**src/rtl/core/pdp_pkg.sv**
```systemverilog
// ----------------------------------------------------------------------------
// pdp_pkg: shared types and constants of the page-distance prefetcher
// Address and distance widths, table geometry, queue and table entry layouts.
// ----------------------------------------------------------------------------
package pdp_pkg;

  localparam int ADDR_W      = 64;
  localparam int PAGE_SHIFT  = 12;
  localparam int DIST_W      = ADDR_W - PAGE_SHIFT;
  // Power of two: the set index is the low bits of the distance.
  localparam int TABLE_SETS  = 64;
  localparam int SET_W       = $clog2(TABLE_SETS);
  // Power of two: queue pointers wrap on their own.
  localparam int QUEUE_DEPTH = 2;
  localparam int QPTR_W      = $clog2(QUEUE_DEPTH);

  typedef logic [DIST_W-1:0] dist_t;
  typedef logic [SET_W-1:0]  set_t;

  // One classified access, handed from front to back.
  typedef struct packed {
    logic [ADDR_W-1:0] addr;
    dist_t             distance;
  } work_t;

  // One table entry: single way, single successor slot.
  typedef struct packed {
    dist_t tag;
    logic  slot_valid;
    dist_t succ;
  } entry_t;

  localparam int ENTRY_W = $bits(entry_t);

  typedef enum logic [1:0] {
    ST_LOOK = 2'b01,
    ST_EVAL = 2'b10
  } back_state_t;

  function automatic set_t set_of(dist_t d);
    return d[SET_W-1:0];
  endfunction

endpackage

```
**src/rtl/core/pdp_access_if.sv**
```systemverilog
// ----------------------------------------------------------------------------
// pdp_access_if: demand access channel
// Valid/ready channel that carries one access address per item.
// ----------------------------------------------------------------------------
interface pdp_access_if;
  logic                        valid;
  logic                        ready;
  logic [pdp_pkg::ADDR_W-1:0]  access_address;

  modport source (output valid, output access_address, input ready);
  modport sink   (input valid, input access_address, output ready);
endinterface

```
**src/rtl/core/pdp_front.sv**
```systemverilog
// ----------------------------------------------------------------------------
// pdp_front: access intake and distance classification
// Compute the page distance of each access and queue it for the back end.
// ----------------------------------------------------------------------------
module pdp_front (
  input  logic            clk,
  input  logic            rst,
  pdp_access_if.sink      access,
  output pdp_pkg::work_t  head,
  output logic            head_valid,
  input  logic            head_ready
);

  logic [pdp_pkg::ADDR_W-1:0] prior_address;
  pdp_pkg::work_t             queue [pdp_pkg::QUEUE_DEPTH];
  logic [pdp_pkg::QPTR_W-1:0] wr_ptr;
  logic [pdp_pkg::QPTR_W-1:0] rd_ptr;
  logic [pdp_pkg::QPTR_W:0]   count;

  logic [pdp_pkg::ADDR_W-1:0] diff;
  pdp_pkg::dist_t             distance;
  logic                       push;
  logic                       pop;

  // Arithmetic shift of the wrapped difference is its upper bits.
  assign diff     = access.access_address - prior_address;
  assign distance = diff[pdp_pkg::ADDR_W-1:pdp_pkg::PAGE_SHIFT];

  assign access.ready = (count != (pdp_pkg::QPTR_W+1)'(pdp_pkg::QUEUE_DEPTH));
  assign push         = access.valid && access.ready;
  assign head_valid   = (count != '0);
  assign pop          = head_valid && head_ready;
  assign head         = queue[rd_ptr];

  always_ff @(posedge clk) begin
    if (rst) begin
      prior_address <= '0;
      wr_ptr        <= '0;
      rd_ptr        <= '0;
      count         <= '0;
    end else begin
      if (push) begin
        prior_address <= access.access_address;
        wr_ptr        <= wr_ptr + 1'b1;
      end
      if (pop) begin
        rd_ptr <= rd_ptr + 1'b1;
      end
      if (push && !pop) begin
        count <= count + 1'b1;
      end else if (pop && !push) begin
        count <= count - 1'b1;
      end
    end
  end

  always_ff @(posedge clk) begin
    if (push) begin
      queue[wr_ptr] <= '{addr: access.access_address, distance: distance};
    end
  end

endmodule

```
**src/flat_wrapper.sv**
```systemverilog
// flat-port wrapper written by rule: the top's interface ports become plain ports
module pdp_front_flat 
  (clk, rst, head, head_valid, head_ready, access_valid, access_access_address, access_ready);
  pdp_access_if access_i ();
  input  logic clk;
  input  logic rst;
  output pdp_pkg::work_t head;
  output logic head_valid;
  input  logic head_ready;
  input wire logic [$bits(access_i.valid)-1:0] access_valid;
  input wire logic [$bits(access_i.access_address)-1:0] access_access_address;
  output wire logic [$bits(access_i.ready)-1:0] access_ready;
  assign access_i.valid = access_valid;
  assign access_i.access_address = access_access_address;
  assign access_ready = access_i.ready;
  pdp_front u_core (.clk(clk), .rst(rst), .access(access_i), .head(head), .head_valid(head_valid), .head_ready(head_ready));
endmodule
```
**config.mk**
```make
export PLATFORM = sky130hd
export DESIGN_NAME = pdp_front_flat
export DESIGN_NICKNAME = d
export VERILOG_FILES = /design/src/rtl/core/pdp_pkg.sv /design/src/rtl/core/pdp_access_if.sv /design/src/rtl/core/pdp_front.sv /design/src/flat_wrapper.sv
export SDC_FILE = /design/constraint.sdc
export NUM_CORES = 1
export LEC_CHECK = 0
export BUFFER_PORTS_ARGS = -buffer_cell sky130_fd_sc_hd__buf_2
export CAP_MARGIN = 20
export CELL_PAD_IN_SITES_DETAIL_PLACEMENT = 2
export CELL_PAD_IN_SITES_GLOBAL_PLACEMENT = 2
export CORE_UTILIZATION = 39
export CTS_CLUSTER_DIAMETER = 200
export CTS_CLUSTER_SIZE = 10
export DETAILED_ROUTE_END_ITERATION = 12
export PLACE_DENSITY_LB_ADDON = 0.2
export SYNTH_ARGS = -nofsm -noshare
export SYNTH_HDL_FRONTEND = slang
export SYNTH_SLANG_ARGS = --single-unit
```
**constraint.sdc**
```tcl
create_clock -name clk -period 6.9 [get_ports clk]
set_input_delay 0.345 -clock clk [delete_from_list [all_inputs] [get_ports clk]]
set_output_delay 0.345 -clock clk [all_outputs]
set_load 0.01 [all_outputs]
```
# After elaboration in Yosys (flattened, before gate mapping)
# Memory sizes are Yosys's and may differ from the RTL's. A register that Yosys moved wholly into a read port is not among the register bits.
# Cells that the tools add are included.
# op_classes
n_addsub	5
eq_ne	1
mux	6
reduce_logical	8
# op_table
op	count
$sub A64 B64 Y64	1
$logic_and A1 B1 Y1	4
$mux W1	4
$mux W2	2
$reduce_bool A2 Y1	2
$add A1 B1 Y1 const B	2
$add A2 B1 Y2 const B	1
$logic_not A1 Y1	2
$ne A2 B2 Y1 const B	1
$sub A2 B1 Y2 const B	1
# totals
ff_bits	68
ram_bits	232
output_inout_bits	118
mem_count	1
# mem_list
name	words	width	rd	rd_ports_with_merged_regs	write_ports	line_no	text
u_core.queue	2	116	1	1	1	pdp_front.sv:15	pdp_pkg::work_t queue [pdp_pkg::QUEUE_DEPTH];

# Depth between registers and ports, before layout
# logic_depth
depth_word	6
depth_mapped	13
ltp_nobuf	12

# Worst setup path after synthesis
# Ideal clock, no wire load.
# synth_path
path_kind	register -> register
start	reg u_core.count[0] in the netlist's numbering
end	mem u_core.queue[0][0] in the netlist's numbering (enable)
arrival_ns	5.689
required_ns	6.307
slack_ns	0.618
stages_incl_launch_ff	5
n_path_buf	1
cell_sequence	dfxtp_1 nand2b_1 nand2_1 clkbuf_1 nor2_1
# synth_via
elab_chain_cells	4
# synth_rtl
item	line_no	text
from (decl)	pdp_front.sv:18	logic [pdp_pkg::QPTR_W:0] count;
from (signal assigned)	pdp_front.sv:50	count <= count + 1'b1;
from (signal assigned)	pdp_front.sv:52	count <= count - 1'b1;
$ne A2 B2 Y1	pdp_front.sv:29	assign access.ready = (count != (pdp_pkg::QPTR_W+1)'(pdp_pkg::QUEUE_DEPTH));
via access_ready	flat_wrapper.sv:12	output wire logic [$bits(access_i.ready)-1:0] access_ready;
$logic_and A1 B1 Y1	pdp_front.sv:30	assign push = access.valid && access.ready;
$mux W1	pdp_front.sv:58	if (push) begin
$mux W1 (implied by the code)	pdp_front.sv:59	queue[wr_ptr] <= '{addr: access.access_address, distance: distance};
to (decl)	pdp_front.sv:15	
# The timed path passes the listed nets, and every way through them passes these cells.

# Worst setup path after layout
# layout_path
start	reg u_core.prior_address[2] in the netlist's numbering
end	mem u_core.queue[0][51] in the netlist's numbering, data pin
# layout_via
elab_chain_cells	1
# layout_rtl
item	line_no	text
from (decl)	pdp_front.sv:14	logic [pdp_pkg::ADDR_W-1:0] prior_address;
from (signal assigned)	pdp_front.sv:43	prior_address <= access.access_address;
$sub A64 B64 Y64	pdp_front.sv:26	assign diff = access.access_address - prior_address;
via u_core.diff (one bit)	pdp_front.sv:20	logic [pdp_pkg::ADDR_W-1:0] diff;
# The timed path passes the listed nets, and every way through them passes these cells.

==> results.py <==
metrics = {
    "global_routing": {
        "antenna_found_initial": 1,
        "grt_pass1_wl_um": 63500,
        "grt_overflow": 0,
        "grt_max_degree": 70,
        "grt_util_all_layers": 0.215,
        "grt_pass1_vias": 11404,
    },
    "routing": {
        "drtIter0Drc": 341,
        "detailedRoute.firstPassIterationCount": 7,
        "vias_per_cell": 5.34,
        "drt_wl_total_um": 40500,
        "route.detailed.drc": 0,
        "vias": 10188,
        "antenna_left": 0,
        "wire_per_inst_um": 21.2,
    },
    "floorplanning": {
        "num_rows": 70,
        "die_height_um": 195,
        "die_width_um": 195,
        "initial_utilization": 0.396,
        "io_pins": 186,
        "die_area_um2": 37900,
        "core_um2": 36600,
    },
    "outcome": {
        "status": "complete, no violations",
    },
    "timing": {
        "setup_ws_ns": 3.33,
        "fin_tns_setup_ns": 0,
        "period_minus_slack_ns": 3.57,
        "rsz0062_at_grt": "no",
        "tightest_slew_ns": 0.951,
        "skew_ns": 0.0239,
        "min_period_over_period": 0.518,
        "finalSetupViolations": 0,
        "fmaxAchievable_ghz": 0.280,
        "hold_violations": 0,
        "maxSlewHeadroom": 0.366,
        "drv_slew": 0,
    },
    "synth": {
        "synth_nets": 1377,
        "synth.avg_cell_area_um2": 11.6,
        "yosysUniqueCellTypes": 67,
        "ys_seq_area_frac": 0.576,
        "synth_seq_cells": 301,
        "synthTopCellsByArea": "edfxtp_1 (48%), dfxtp_1 (9.5%), mux2_2 (9.0%)",
        "synth-main-ff-cell": "edfxtp_1",
        "yosysWarnings": 0,
        "async_flop_share": 0,
        "yosysTopAreaCell": "edfxtp_1",
        "netlist_area_um2": 14500,
        "netlist.area_leader.share": 0.481,
        "syn-instance-count": 1246,
        "synth_edf_count": 232,
    },
    "setup_path": {
        "startpoint": "u_core.prior_address[2]$_SDFFE_PP0P_",
        "startpoint_type": "flip-flop",
        "arrival_ns": 3.83,
        "end_kind": "flip-flop",
        "crit_required_ns": 7.15,
        "worst-setup-path-type": "reg2reg",
        "rr_startpoint": "u_core.prior_address[2]$_SDFFE_PP0P_",
        "path_max_fanout": 3,
    },
    "worst_hold_path": {
        "hp-class": "in2reg",
        "hp-start": "access_access_address[1]",
    },
    "place": {
        "hpwl_um": 28600,
        "gp_congestion": 0.819,
        "pre_cts_slack_ns": 3.13,
        "port_buffers": 185,
    },
    "final_layout": {
        "fin_util": 0.460,
        "n_antenna_cell": 0,
        "fill_cells": 3774,
        "final_nets": 1544,
        "multi_input_area_um2": 5620,
        "drive_above_1_share": 0.262,
        "area_growth_pct": 16.3,
        "ff_latch_area_um2": 8350,
    },
    "cts": {
        "cts_max_level": 2,
        "cts_resized": 0,
        "postCtsSetupRepairBufs": 0,
        "root_buffer": "clkbuf_16",
        "clock_latency_ns": 0.52,
        "max-clock-path-buffers": 3,
        "tritoncts": "built",
        "cts_sinks": 301,
        "postCtsHoldBufs": 0,
        "cts_made_buffers": 36,
        "path_clk_slew_ns": 0.06,
    },
    "pwr": {
        "p_int_mw": 4.10,
        "sw_frac_of_total": 0.322,
        "power_switching_mw": 1.94,
        "p_per_area_nw_per_um2": 358,
        "power_frac_comb": 0.304,
        "power.leakage_nw": 6.24,
        "clock_power_share": 0.283,
        "power_mw": 6.04,
        "pwr-share-seq": 0.413,
        "ir_worst_vdd_mv": 0.214,
    },
    "run": {
        "cap_violations": 0,
    },
}
## cells in the final DEF (no fill, tap or decap), drive strengths merged, types with 7 or more instances in the layout
cell type,netlist,layout
a211oi,7,7
nor2,46,46
a31oi,7,7
clkbuf,48,63
xnor2,31,31
a21o,27,27
mux2,116,116
xor2,24,24
nand4,27,27
ha,63,63
o21ai,38,38
nor3,12,12
dfxtp,69,69
buf,15,192
o21bai,13,13
nand2,193,193
a21oi,134,134
inv,75,76
edfxtp,232,232
## power groups by stage
stage / clock network [mW] / registers [mW] / logic (mW)
floorplan: 0 / 2.48 / 1.22
global placement: 0 / 2.51 / 1.79
detailed placement: 0 / 2.54 / 1.85
CTS: 1.77 / 2.50 / 1.86
global route: 1.83 / 2.53 / 1.99
finish: 1.71 / 2.50 / 1.83
## registers in the layout (all words and copies together) (netlist names), named ones only
signal	count
u_core.prior_address	64
u_core.queue	232
u_core.rd_ptr	1
u_core.count	2
u_core.wr_ptr	1
## critical path, cell delays in order, from the launching register on
cell and delay (ns):
dfxtp_1 0.33, inv_1 0.05, ha_1 0.28, nand2_1 0.06, o21ai_1 0.21, a31oi_1 0.15
o31ai_1 0.57, nand2_1 0.28, o31ai_2 0.37, a21o_1 0.30, nand3_1 0.17, o41ai_1 0.39
xnor2_1 0.15
## routing by layer
metal | track usage | up-vias | share of wire
met5 | 0 | - | 0.00030
met4 | 0.0499 | 2 | 0.016
met3 | 0.0340 | 45 | 0.036
met2 | 0.392 | 172 | 0.51
met1 | 0.264 | 5149 | 0.43
li1 | - | 4820 | -
## through the flow
step	hold slack, ns	std cells	instance area [um^2]
after CTS	0.0282	1907	16800
final	0.0539	1907	16800
after global placement	0.439	1843	15800
after global routing	0.0365	1907	16800
after detailed placement	0.452	1843	15800
after floorplan	0.432	1246	14500
## Yosys cell counts, drive strengths merged (6+ instances only)
library cell,n
nand4,27
xnor2,31
nor4,6
mux2,116
o21bai,13
ha,63
dfxtp,69
a21oi,134
a211oi,7
xor2,24
o21ai,38
nor2,46
clkbuf,48
nand2,193
buf,15
a31oi,7
inv,75
nor3,12
edfxtp,232
a21o,27
## final timing paths
kind / cells after the start / slack, ns / to
setup / recovery: 12 / 3.33 / u_core.queue[0][51]$_DFFE_PP_
hold reg to reg: 2 / 0.46 / u_core.prior_address[13]$_SDFFE_PP0P_
hold / removal: 1 / 0.05 / u_core.queue[1][53]$_DFFE_PP_
setup reg to reg: 12 / 3.33 / u_core.queue[0][51]$_DFFE_PP_
## layout make-up
cell class	instances	share of cell area
sequential	301	0.496
multi-input combinational	807	0.333
tap	468	0.0348
clock inverter	1	0.000520
clock buffer	63	0.0608
timing repair buffer	192	0.0581
inverter	75	0.0167
## kinds of logic (layout without fill, tap and decap cells)
| family | after synthesis | after routing | synth area share |
|---|---|---|---|
| AO/OA/AOI/OAI | 263 | 263 | 0.117 |
| XOR/XNOR | 55 | 55 | 0.0332 |
| adder cells (fa/ha/maj) | 63 | 63 | 0.0544 |
| buffers and inverters | 138 | 331 | 0.0373 |
| flip-flops | 301 | 301 | 0.576 |
| multiplexers | 116 | 116 | 0.0902 |
| AND/OR/NAND/NOR | 310 | 310 | 0.0919 |
(Power assumes the default switching activity.)
